--- src/rtl/sks_pkg.sv ---
// sks_pkg: shared types and constants for the sorted key set.
// No dependencies; imported by sorted_key_set.
`default_nettype none

package sks_pkg;

    // Default sizes of the store
    localparam int SKS_DEPTH_DEF     = 32;
    localparam int SKS_KEY_WIDTH_DEF = 32;

    // Request and result field layout
    localparam int OP_WIDTH        = 2;
    localparam int KEY_IN_WIDTH    = 32;
    localparam int KEY_LSB         = OP_WIDTH;
    localparam int S_TDATA_WIDTH   = 40;
    localparam int COUNT_OUT_WIDTH = 6;
    localparam int M_TDATA_WIDTH   = 8;

    // Request operations
    typedef enum logic [OP_WIDTH-1:0] {
        OP_ADD      = 2'd0,
        OP_REMOVE   = 2'd1,
        OP_CONTAINS = 2'd2,
        OP_CLEAR    = 2'd3
    } sks_op_t;

endpackage

`default_nettype wire

--- src/rtl/sks_ram.sv ---
// sks_ram: generic simple dual-port RAM, one write and one registered read port.
// No dependencies.
`default_nettype none

module sks_ram #(
    parameter int WIDTH = 32,
    parameter int DEPTH = 32
) (
    input  wire logic                     clk,
    input  wire logic                     we,
    input  wire logic [$clog2(DEPTH)-1:0] waddr,
    input  wire logic [WIDTH-1:0]         wdata,
    input  wire logic                     re,
    input  wire logic [$clog2(DEPTH)-1:0] raddr,
    output logic      [WIDTH-1:0]         rdata
);

    logic [WIDTH-1:0] mem [DEPTH];

    // Write port
    always_ff @(posedge clk) begin
        if (we) begin
            mem[waddr] <= wdata;
        end
    end

    // Registered read port
    always_ff @(posedge clk) begin
        if (re) begin
            rdata <= mem[raddr];
        end
    end

endmodule

`default_nettype wire

--- src/rtl/sorted_key_set.sv ---
// sorted_key_set: set of distinct keys kept in ascending order in a RAM.
// Depends on sks_pkg and sks_ram.
//
//   channel  dir  handshake              payload
//   s_       in   s_tvalid / s_tready    s_tdata: operation, key
//   m_       out  m_tvalid / m_tready    m_tdata: success, full_res, count
//   cfg_     in   cfg_valid / cfg_ready  cfg_data: signed_order
//
// One request at a time; s_tready is high only in idle. After acceptance the
// binary search runs probes, each a RAM read (SEARCH) then a compare (CMP), at
// most ceil(log2(count+1)) probes, and closes in SEARCH. Add then moves each
// entry above the slot up one slot (SHUP, which also ends the move) and then
// inserts the key (INS); remove moves each entry above the hit down (SHDN).
// FIN loads the result register, then idle takes the next request.
// Reset clears the state, the count, the pending write, the result valid and
// the order register; the RAM needs no clearing pass. A stalled result holds
// in the output register; the next request is taken meanwhile and its result
// waits until the register frees.
`default_nettype none

module sorted_key_set
    import sks_pkg::*;
#(
    parameter int DEPTH     = SKS_DEPTH_DEF,
    parameter int KEY_WIDTH = SKS_KEY_WIDTH_DEF
) (
    input  wire logic                     aclk,
    input  wire logic                     aresetn,
    // request stream
    input  wire logic                     s_tvalid,
    output logic                          s_tready,
    input  wire logic [S_TDATA_WIDTH-1:0] s_tdata,   // [1:0] operation, [33:2] key
    // result stream
    output logic                          m_tvalid,
    input  wire logic                     m_tready,
    output logic      [M_TDATA_WIDTH-1:0] m_tdata,   // [0] success, [1] full_res, [7:2] count
    // configuration
    input  wire logic                     cfg_valid,
    output logic                          cfg_ready,
    input  wire logic                     cfg_data   // signed_order
);

    localparam int AW  = $clog2(DEPTH);
    localparam int CW  = $clog2(DEPTH + 1);
    localparam int KIW = (KEY_WIDTH < KEY_IN_WIDTH) ? KEY_WIDTH : KEY_IN_WIDTH;
    localparam logic [CW-1:0] FULL_COUNT = CW'(DEPTH);

    typedef enum logic [2:0] {
        ST_IDLE,
        ST_SEARCH,
        ST_CMP,
        ST_SHUP,
        ST_INS,
        ST_SHDN,
        ST_FIN
    } state_t;

    state_t                state_reg, state_next;
    sks_op_t               op_reg, op_next;
    logic [KEY_WIDTH-1:0]  key_reg, key_next;
    logic [CW-1:0]         cnt_reg, cnt_next;
    logic [CW-1:0]         lo_reg, lo_next;
    logic [CW-1:0]         hi_reg, hi_next;
    logic [CW-1:0]         mid_reg, mid_next;
    logic [CW-1:0]         rp_reg, rp_next;
    logic                  found_reg, found_next;
    logic                  ok_reg, ok_next;
    logic                  full_reg, full_next;
    logic                  wr_pend_reg, wr_pend_next;
    logic [AW-1:0]         wr_addr_reg, wr_addr_next;
    logic                  signed_reg;
    logic                  m_valid_reg, m_valid_next;
    logic                  m_success_reg, m_success_next;
    logic                  m_full_reg, m_full_next;
    logic [COUNT_OUT_WIDTH-1:0] m_count_reg, m_count_next;

    logic                  ram_we;
    logic [AW-1:0]         ram_waddr;
    logic [KEY_WIDTH-1:0]  ram_wdata;
    logic                  ram_re;
    logic [AW-1:0]         ram_raddr;
    logic [KEY_WIDTH-1:0]  ram_rdata;

    logic [CW-1:0]         mid;
    logic [KEY_WIDTH-1:0]  sign_flip;
    logic [KEY_WIDTH-1:0]  ord_entry;
    logic [KEY_WIDTH-1:0]  ord_key;

    sks_ram #(
        .WIDTH (KEY_WIDTH),
        .DEPTH (DEPTH)
    ) u_store (
        .clk   (aclk),
        .we    (ram_we),
        .waddr (ram_waddr),
        .wdata (ram_wdata),
        .re    (ram_re),
        .raddr (ram_raddr),
        .rdata (ram_rdata)
    );

    assign s_tready  = (state_reg == ST_IDLE);
    assign cfg_ready = 1'b1;
    assign m_tvalid  = m_valid_reg;
    assign m_tdata   = {m_count_reg, m_full_reg, m_success_reg};

    // Order mapping: flipping the sign bit makes signed order unsigned
    assign sign_flip = signed_reg ? (KEY_WIDTH'(1) << (KEY_WIDTH - 1)) : '0;
    assign ord_entry = ram_rdata ^ sign_flip;
    assign ord_key   = key_reg ^ sign_flip;
    assign mid       = lo_reg + ((hi_reg - lo_reg) >> 1);

    // Sequencer
    always_comb begin
        state_next     = state_reg;
        op_next        = op_reg;
        key_next       = key_reg;
        cnt_next       = cnt_reg;
        lo_next        = lo_reg;
        hi_next        = hi_reg;
        mid_next       = mid_reg;
        rp_next        = rp_reg;
        found_next     = found_reg;
        ok_next        = ok_reg;
        full_next      = full_reg;
        wr_pend_next   = 1'b0;
        wr_addr_next   = wr_addr_reg;
        m_valid_next   = m_valid_reg & ~m_tready;
        m_success_next = m_success_reg;
        m_full_next    = m_full_reg;
        m_count_next   = m_count_reg;

        // pending shift write lands the entry read last cycle
        ram_we    = wr_pend_reg;
        ram_waddr = wr_addr_reg;
        ram_wdata = ram_rdata;
        ram_re    = 1'b0;
        ram_raddr = mid[AW-1:0];

        case (state_reg)
            ST_IDLE: begin
                if (s_tvalid) begin
                    op_next    = sks_op_t'(s_tdata[OP_WIDTH-1:0]);
                    key_next   = KEY_WIDTH'(s_tdata[KEY_LSB +: KIW]);
                    lo_next    = '0;
                    hi_next    = cnt_reg;
                    found_next = 1'b0;
                    ok_next    = 1'b0;
                    full_next  = 1'b0;
                    if (sks_op_t'(s_tdata[OP_WIDTH-1:0]) == OP_CLEAR) begin
                        cnt_next   = '0;
                        ok_next    = 1'b1;
                        state_next = ST_FIN;
                    end else begin
                        state_next = ST_SEARCH;
                    end
                end
            end

            ST_SEARCH: begin
                if (lo_reg < hi_reg) begin
                    ram_re     = 1'b1;
                    ram_raddr  = mid[AW-1:0];
                    mid_next   = mid;
                    state_next = ST_CMP;
                end else begin
                    case (op_reg)
                        OP_ADD: begin
                            if (found_reg) begin
                                state_next = ST_FIN;
                            end else if (cnt_reg == FULL_COUNT) begin
                                full_next  = 1'b1;
                                state_next = ST_FIN;
                            end else begin
                                rp_next    = cnt_reg;
                                state_next = ST_SHUP;
                            end
                        end
                        OP_REMOVE: begin
                            if (found_reg) begin
                                rp_next    = lo_reg;
                                state_next = ST_SHDN;
                            end else begin
                                state_next = ST_FIN;
                            end
                        end
                        OP_CONTAINS: begin
                            ok_next    = found_reg;
                            state_next = ST_FIN;
                        end
                        default: begin
                            state_next = ST_FIN;
                        end
                    endcase
                end
            end

            // Probe result: narrow the range; an equal entry is the lower bound
            ST_CMP: begin
                if (ord_entry < ord_key) begin
                    lo_next = mid_reg + 1'b1;
                end else begin
                    hi_next = mid_reg;
                end
                if (ord_entry == ord_key) begin
                    found_next = 1'b1;
                end
                state_next = ST_SEARCH;
            end

            // Move entries up one slot, from the top down to the insert point
            ST_SHUP: begin
                if (rp_reg > lo_reg) begin
                    ram_re       = 1'b1;
                    ram_raddr    = AW'(rp_reg - 1'b1);
                    wr_pend_next = 1'b1;
                    wr_addr_next = rp_reg[AW-1:0];
                    rp_next      = rp_reg - 1'b1;
                end else begin
                    state_next = ST_INS;
                end
            end

            ST_INS: begin
                ram_we     = 1'b1;
                ram_waddr  = lo_reg[AW-1:0];
                ram_wdata  = key_reg;
                cnt_next   = cnt_reg + 1'b1;
                ok_next    = 1'b1;
                state_next = ST_FIN;
            end

            // Move entries down one slot, from the hit up to the top
            ST_SHDN: begin
                if ((rp_reg + 1'b1) < cnt_reg) begin
                    ram_re       = 1'b1;
                    ram_raddr    = AW'(rp_reg + 1'b1);
                    wr_pend_next = 1'b1;
                    wr_addr_next = rp_reg[AW-1:0];
                    rp_next      = rp_reg + 1'b1;
                end else begin
                    cnt_next   = cnt_reg - 1'b1;
                    ok_next    = 1'b1;
                    state_next = ST_FIN;
                end
            end

            // Hand the result to the output register once it is free
            ST_FIN: begin
                if (!m_valid_reg || m_tready) begin
                    m_valid_next   = 1'b1;
                    m_success_next = ok_reg;
                    m_full_next    = full_reg;
                    m_count_next   = COUNT_OUT_WIDTH'(cnt_reg);
                    state_next     = ST_IDLE;
                end
            end

            default: begin
                state_next = ST_IDLE;
            end
        endcase
    end

    // State and registered outputs
    always_ff @(posedge aclk) begin
        if (!aresetn) begin
            state_reg   <= ST_IDLE;
            cnt_reg     <= '0;
            wr_pend_reg <= 1'b0;
            m_valid_reg <= 1'b0;
            signed_reg  <= 1'b0;
        end else begin
            state_reg   <= state_next;
            cnt_reg     <= cnt_next;
            wr_pend_reg <= wr_pend_next;
            m_valid_reg <= m_valid_next;
            if (cfg_valid) begin
                signed_reg <= cfg_data;
            end
        end
    end

    // Payload registers
    always_ff @(posedge aclk) begin
        op_reg        <= op_next;
        key_reg       <= key_next;
        lo_reg        <= lo_next;
        hi_reg        <= hi_next;
        mid_reg       <= mid_next;
        rp_reg        <= rp_next;
        found_reg     <= found_next;
        ok_reg        <= ok_next;
        full_reg      <= full_next;
        wr_addr_reg   <= wr_addr_next;
        m_success_reg <= m_success_next;
        m_full_reg    <= m_full_next;
        m_count_reg   <= m_count_next;
    end

endmodule

`default_nettype wire

--- config.mk ---
export PLATFORM = sky130hd
export DESIGN_NAME = sorted_key_set
export DESIGN_NICKNAME = d
export VERILOG_FILES = /design/src/rtl/sks_pkg.sv /design/src/rtl/sks_ram.sv /design/src/rtl/sorted_key_set.sv
export SDC_FILE = /design/constraint.sdc
export NUM_CORES = 1
export LEC_CHECK = 0
export BUFFER_PORTS_ARGS = -buffer_cell sky130_fd_sc_hd__buf_2
export CORE_ASPECT_RATIO = 1.25
export CORE_MARGIN = 3
export CORE_UTILIZATION = 55
export CTS_BUF_LIST = sky130_fd_sc_hd__clkbuf_8
export CTS_CLUSTER_DIAMETER = 150
export CTS_CLUSTER_SIZE = 30
export DETAILED_ROUTE_END_ITERATION = 8
export GPL_ROUTABILITY_DRIVEN = 0
export MAX_ROUTING_LAYER = met4
export PLACE_DENSITY = 0.77
export SLEW_MARGIN = 20
export SYNTH_ARGS = -nofsm -noshare
export SYNTH_HDL_FRONTEND = slang
export SYNTH_SLANG_ARGS = --single-unit
export TNS_END_PERCENT = 5
--- constraint.sdc ---
create_clock -name aclk -period 9.5 [get_ports aclk]
set_input_delay 0.95 -clock aclk [delete_from_list [all_inputs] [get_ports aclk]]
set_output_delay 0.95 -clock aclk [all_outputs]
set_load 0.01 [all_outputs]
==> qor.yml, run 1 <==
cp_max_fo: 41
maxCapViolations: 0
crit_type: "flop to flop"
worstPathRequired_ns: 10.00
drc: 0
async_flop_share_pct: 0
cts.htree.levels: 2
worst_slew_pin_slew_ns: 1.253
seq_area_um2: 34170
dieArea_um2: 88430
post_cts_buffers: 0
cts_tree: "yes"
holdBufCountCts: 0
pin_count: 57
via_per_inst: 6.385
ctsResizeCount: 0
cts-root-buf: "clkbuf_8"
final_max_slew_viol_count: 0
multiInputGateArea_um2: 11820
fin_skew_ns: 0.08244
rows: 118
yosys.cell_types.count: 63
min_period_ns: 5.713
n_fill_cell: 6127
coreArea_um2: 83570
ys_seq_area_share_pct: 73.20
final_util_pct: 58.61
firstDrtPassIters: 5
startpoint_type: "flop"
synthFlopType: "edfxtp_1"
drive_gt1_share_pct: 7.958
synth-edff-count: 1130
fmax_mhz: 175.0
nNetsFinal: 3254
grt_pass1_vias: 25741
grt_first_pass_wirelength_mm: 167.1
mostFrequentLayoutCells: "edfxtp_1 (1130), nand2_1 (606), mux2i_1 (326)"
slew_headroom_pct: 16.45
cts_buffers: 44
largest_reg_flops: 1024
layout_commonest_cell: "edfxtp_1"
via_count: 27041
path_clk_slew_ns: 0.18
synthToLayoutAreaGrowth_pct: 4.913
syn-num-nets: 3275
synthCells: 3165
wl_mm: 115.0
grt_max_degree: 208
antenna_found_initial: 1
grt_overflow: 0
worstPathArrival_ns: 6.21
worst_skew_pair.late_latency_ns: 0.76
die_w_um: 266.6
clock_sinks: 1142
min_period_over_period_pct: 60.14
outcome: "finished clean"
synth.avg_cell_area_um2: 14.75
synthesis.area_um2: 46680
initial_core_util_pct: 55.86
setup_viol: 0
dp_hpwl_mm: 60.08
min_path_type: "input port to flop"
final_antenna_net_count: 0
port_buffers: 49
rsz0062_at_grt: "false"
end_kind: "flop"
hold_violations: 0
cts.path.max_buffers: 3
track_usage_pct: 26.47
fin_tns_setup_ns: 0
ys_warn_count: 0
drt-initial-drc-count: 3678
wl_per_cell_um: 27.15
ys_seq_elements: 1142
fp.dieH_um: 331.7
per-layer routing:
| metal | vias to the layer above | wire length [um] | track usage (%) |
|---|---|---|---|
| li1 | 11830 | - | - |
| met1 | 13387 | 41170 | 33.43 |
| met4 | 0 | 5983 | 11.90 |
| met5 | - | 0 | - |
| met2 | 1530 | 57070 | 43.35 |
| met3 | 294 | 10750 | 3.171 |
area by class of cell:
type                            count  area share (%)
Sequential cell                  1142           69.78
Multi-Input combinational cell   1791           24.13
Tap cell                         1080           2.759
Timing Repair Buffer              107           1.466
Clock buffer                       45           1.265
Inverter                           58          0.4445
Clock inverter                     11          0.1533
Antenna cell                        1        0.005109
cell usage after synthesis, types with 16 or more instances:
cell type / n / share of area (%)
edfxtp_1: 1130 / 73
nand2_1: 606 / 4.9
mux2i_1: 327 / 7.0
nand3_1: 275 / 2.9
a32oi_1: 97 / 1.8
clkbuf_1: 86 / 0.69
nand4_1: 75 / 1.0
nor2_1: 73 / 0.59
ha_1: 61 / 1.6
inv_1: 58 / 0.47
buf_2: 50 / 0.54
mux2_2: 35 / 0.84
o2111ai_1: 32 / 0.60
a21oi_1: 31 / 0.33
o21ai_0: 23 / 0.25
xnor2_1: 16 / 0.30
critical path, stage by stage, from the launching register on:
cell and delay [ns]:
edfxtp_1 0.64, nand3_1 0.18, nor2_1 0.17, xor2_1 0.27, ha_1 0.29, and4_1 0.20
o21ai_1 0.12, nand3_1 0.30, nand2_2 0.38, mux2i_4 0.91, and2_2 0.77, buf_4 0.71
nand3_1 0.15, o2111ai_1 0.19, nand4_1 0.13
per-stage QoR:
step	instances	area [um2]	setup WS (ns)	hold slack, ns
6_report	4235	48980	3.787	0.3538
5_1_grt	4235	48980	3.502	0.3136
4_1_cts	4234	48970	3.876	0.3032
3_5_place_dp	4178	48270	3.932	0.4156
3_3_place_gp	4178	48270	3.953	0.4009
2_1_floorplan	3165	46680	5.786	0.4003
cells by family (layout without fill, tap and decap cells):
family / after synthesis / in the layout / synth area share, %
AO/OA/AOI/OAI: 249 / 249 / 4.090
buffers and inverters: 232 / 221 / 2.337
adder cells (fa/ha/maj): 64 / 64 / 1.764
multiplexers: 363 / 363 / 7.904
AND/OR/NAND/NOR: 1089 / 1089 / 10.23
flip-flops: 1142 / 1142 / 73.20
XOR/XNOR: 25 / 25 / 0.4690
other: 1 / 2 / 0.008033
worst paths after layout:
check,startpoint,endpoint,slack (ns),cells after the start
hold / removal,s_tdata[24],key_reg[22]$_DFFE_PP_,0.35,1
setup reg to reg,rp_reg[2]$_DFFE_PP_,u_store.rdata[22]$_DFFE_PP_,3.79,14
setup / recovery,rp_reg[2]$_DFFE_PP_,u_store.rdata[22]$_DFFE_PP_,3.79,14
hold reg to reg,full_reg$_DFFE_PP_,m_full_reg$_DFFE_PP_,0.45,0
Power of run 1 is not shown: default switching activity piles up to over one toggle a cycle in this logic, so the estimate is an artifact.
==> inputs of run 2 (changes only) <==
--- a/config.mk
+++ b/config.mk
@@ -15,7 +15,7 @@
 export DETAILED_ROUTE_END_ITERATION = 8
 export GPL_ROUTABILITY_DRIVEN = 0
 export MAX_ROUTING_LAYER = met4
-export PLACE_DENSITY = 0.77
+export PLACE_DENSITY = 0.8
 export SLEW_MARGIN = 20
 export SYNTH_ARGS = -nofsm -noshare
 export SYNTH_HDL_FRONTEND = slang
==> constraint.sdc (replaced) <==
create_clock -name aclk -period 5.1 [get_ports aclk]
set_input_delay 0.51 -clock aclk [delete_from_list [all_inputs] [get_ports aclk]]
set_output_delay 0.51 -clock aclk [all_outputs]
set_load 0.01 [all_outputs]
==> run 2 against run 1 <==
Clock skew is 0.025 ns lower. Non-clock buffer count up 94. Critical path depth is the same. Cell count is 2.2% higher. Wire length rose by 0.75%. Core utilization rose by 1.5 points. Global-route usage about the same. Maximum frequency increased by 20%. Hold slack got worse by 0.25 ns. Count of clock-buffer cells in the layout up 1. Sequential share of layout area down 1.7 points. Worst setup slack worse by 3.4 ns.
==> qor.yml, run 2 (synthesized netlist as in run 1, its figures left out) <==
startpoint_type: "flop"  # unchanged
maxCapViolations: 0  # unchanged
antenna_found_initial: 1  # unchanged
crit_type: "flop to flop"  # unchanged
path_clk_slew_ns: 0.20  # was 0.18 ns
largest_reg_flops: 1024  # unchanged
fin_tns_setup_ns: 0  # unchanged
hold_violations: 0  # unchanged
grt_first_pass_wirelength_mm: 168.0  # was 167.1 mm
coreArea_um2: 83570  # unchanged
r2r_cells: 14  # unchanged
path_buf_inv: 1  # unchanged
port_buffers: 49  # unchanged
slew_headroom_pct: 22.82  # was 16.45%
firstDrtPassIters: 6  # was 5
via_count: 27744  # was 27041
die_w_um: 266.6  # unchanged
cts.htree.levels: 2  # unchanged
rows: 118  # unchanged
r2r_start: "rp_reg[1]$_DFFE_PP_"  # was rp_reg[2]$_DFFE_PP_
initial_core_util_pct: 55.86  # unchanged
r2r_end: "u_store.rdata[10]$_DFFE_PP_"  # was u_store.rdata[22]$_DFFE_PP_
cts_tree: "yes"  # unchanged
via_per_inst: 6.410  # was 6.385
dieArea_um2: 88430  # unchanged
final_antenna_net_count: 0  # unchanged
track_usage_pct: 26.48  # was 26.47%
setup_viol: 0  # unchanged
rsz0062_at_grt: "false"  # unchanged
ctsResizeCount: 0  # unchanged
cts.path.max_buffers: 3  # unchanged
layout_commonest_cell: "edfxtp_1"  # unchanged
wl_mm: 115.8  # was 115.0 mm
cp-startpoint: "rp_reg[1]$_DFFE_PP_"  # was rp_reg[2]$_DFFE_PP_
critPathMaxStageDelay_ns: 0.72  # was 0.91 ns
synthToLayoutAreaGrowth_pct: 7.574  # was 4.913%
mostFrequentLayoutCells: "edfxtp_1 (1130), nand2_1 (606), mux2i_1 (326)"  # unchanged
grt_pass1_vias: 26594  # was 25741
end_kind: "flop"  # unchanged
cts_buffers: 44  # unchanged
min_path_type: "input port to flop"  # unchanged
path_depth: 14  # unchanged
min_period_over_period_pct: 93.14  # was 60.14%
grt_overflow: 0  # unchanged
wl_per_cell_um: 26.76  # was 27.15 um
crit_path_cell_trace: "ha_1 > nand3_1 > xnor2_1 > ha_1 > and3_1 > o21ai_1 > and3_1 > a21o_1 > mux2_8 > buf_4 > mux2i_1 > mux2i_1 > o2111ai_1 > nand4_1"  # was nand3_1 > nor2_1 > xor2_1 > ha_1 > and4_1 > o21ai_1 > nand3_1 > nand2_2 > mux2i_4 > and2_2 > buf_4 > nand3_1 > o2111ai_1 > nand4_1
fp.dieH_um: 331.7  # unchanged
nNetsFinal: 3348  # was 3254
pin_count: 57  # unchanged
drive_gt1_share_pct: 9.455  # was 7.958%
clock_sinks: 1142  # unchanged
r2r_slack_ns: 0.35  # was 3.79 ns
final_max_slew_viol_count: 0  # unchanged
dp_hpwl_mm: 65.61  # was 60.08 mm
crit_slowest_cell: "mux2_8"  # was mux2i_4
drc: 0  # unchanged
cp_max_fo: 82  # was 41
critPathCapture: "u_store.rdata[10]$_DFFE_PP_"  # was u_store.rdata[22]$_DFFE_PP_
cts-root-buf: "clkbuf_8"  # unchanged
crit_family: "multiplexers"  # was simple AND/OR/NAND/NOR gates
outcome: "finished clean"  # unchanged
fin_skew_ns: 0.05774  # was 0.08244 ns
worstPathArrival_ns: 5.22  # was 6.21 ns
min_period_ns: 4.750  # was 5.713 ns
grt_max_degree: 111  # was 208
worstPathRequired_ns: 5.57  # was 10.00 ns
n_fill_cell: 5871  # was 6127
worst_slew_pin_slew_ns: 1.154  # was 1.253 ns
worst_skew_pair.late_latency_ns: 0.75  # was 0.76 ns
fmax_mhz: 210.5  # was 175.0 MHz
drt-initial-drc-count: 3896  # was 3678
[run 2: cell count changes in the layout (fill, tap and decap cells not counted), moves of 2 or more]
cell           previous run  this run
clkinvlp_4                2         0
dlygate4sd3_1             0        36
buf_12                    3        39
buf_4                    55        77
[run 2: how the worst min path moves through the flow]
stage | from | endpoint | slack (ns) | cells past startpoint
2_1_floorplan | full_reg$_DFFE_PP_ | m_full_reg$_DFFE_PP_ | 0.40 | 0
3_3_place_gp | full_reg$_DFFE_PP_ | m_full_reg$_DFFE_PP_ | 0.40 | 0
3_5_place_dp | ok_reg$_DFFE_PP_ | m_success_reg$_DFFE_PP_ | 0.41 | 0
4_1_cts | aresetn | signed_reg$_SDFFE_PN0P_ | 0.06 | 2
5_1_grt | aresetn | state_reg[0]$_SDFFE_PN0P_ | 0.08 | 2
6_report | aresetn | signed_reg$_SDFFE_PN0P_ | 0.10 | 2
[run 2: layout make-up]
cell class              instances  area (um2)  area share [%]
diodes                          1       2.502        0.004983
clock buffers                  46       633.1           1.261
clock inverters                 9       65.06          0.1296
inverters                      58       217.7          0.4335
multi-input cells            1791       11810           23.52
flip-flops and latches       1142       34170           68.05
well taps                    1080        1351           2.691
repair buffers                201        1964           3.912
[run 2: layer usage]
metal / share of wire, % / GRT usage [%] / vias to the layer above
li1: - / - / 12012
met5: 0 / - / -
met1: 35 / 32.94 / 13639
met3: 10 / 3.727 / 350
met2: 49 / 42.71 / 1743
met4: 5.9 / 13.60 / 0
[run 2: what timing repair did]
action / 4_1_cts / 5_1_grt
buffers inserted: 0 / 0
hold endpoints to repair: 35 / 0
hold buffers: 36 / 0
[run 2: through the flow]
stage / cell area, um2 / hold WS (ns) / instances / util (%) / setup WS (ns)
after floorplan: 46680 / 0.4003 / 3165 / - / 1.386
after global placement: 49150 / 0.4035 / 4236 / 58.81 / 0.6587
after detailed placement: 49150 / 0.4070 / 4236 / 58.81 / 0.4594
after CTS: 50210 / 0.05658 / 4327 / 60.08 / 0.4561
after global routing: 50220 / 0.07518 / 4328 / 60.09 / 0.08271
final: 50220 / 0.1031 / 4328 / 60.09 / 0.3501
Power of run 2 is left out for the same reason.
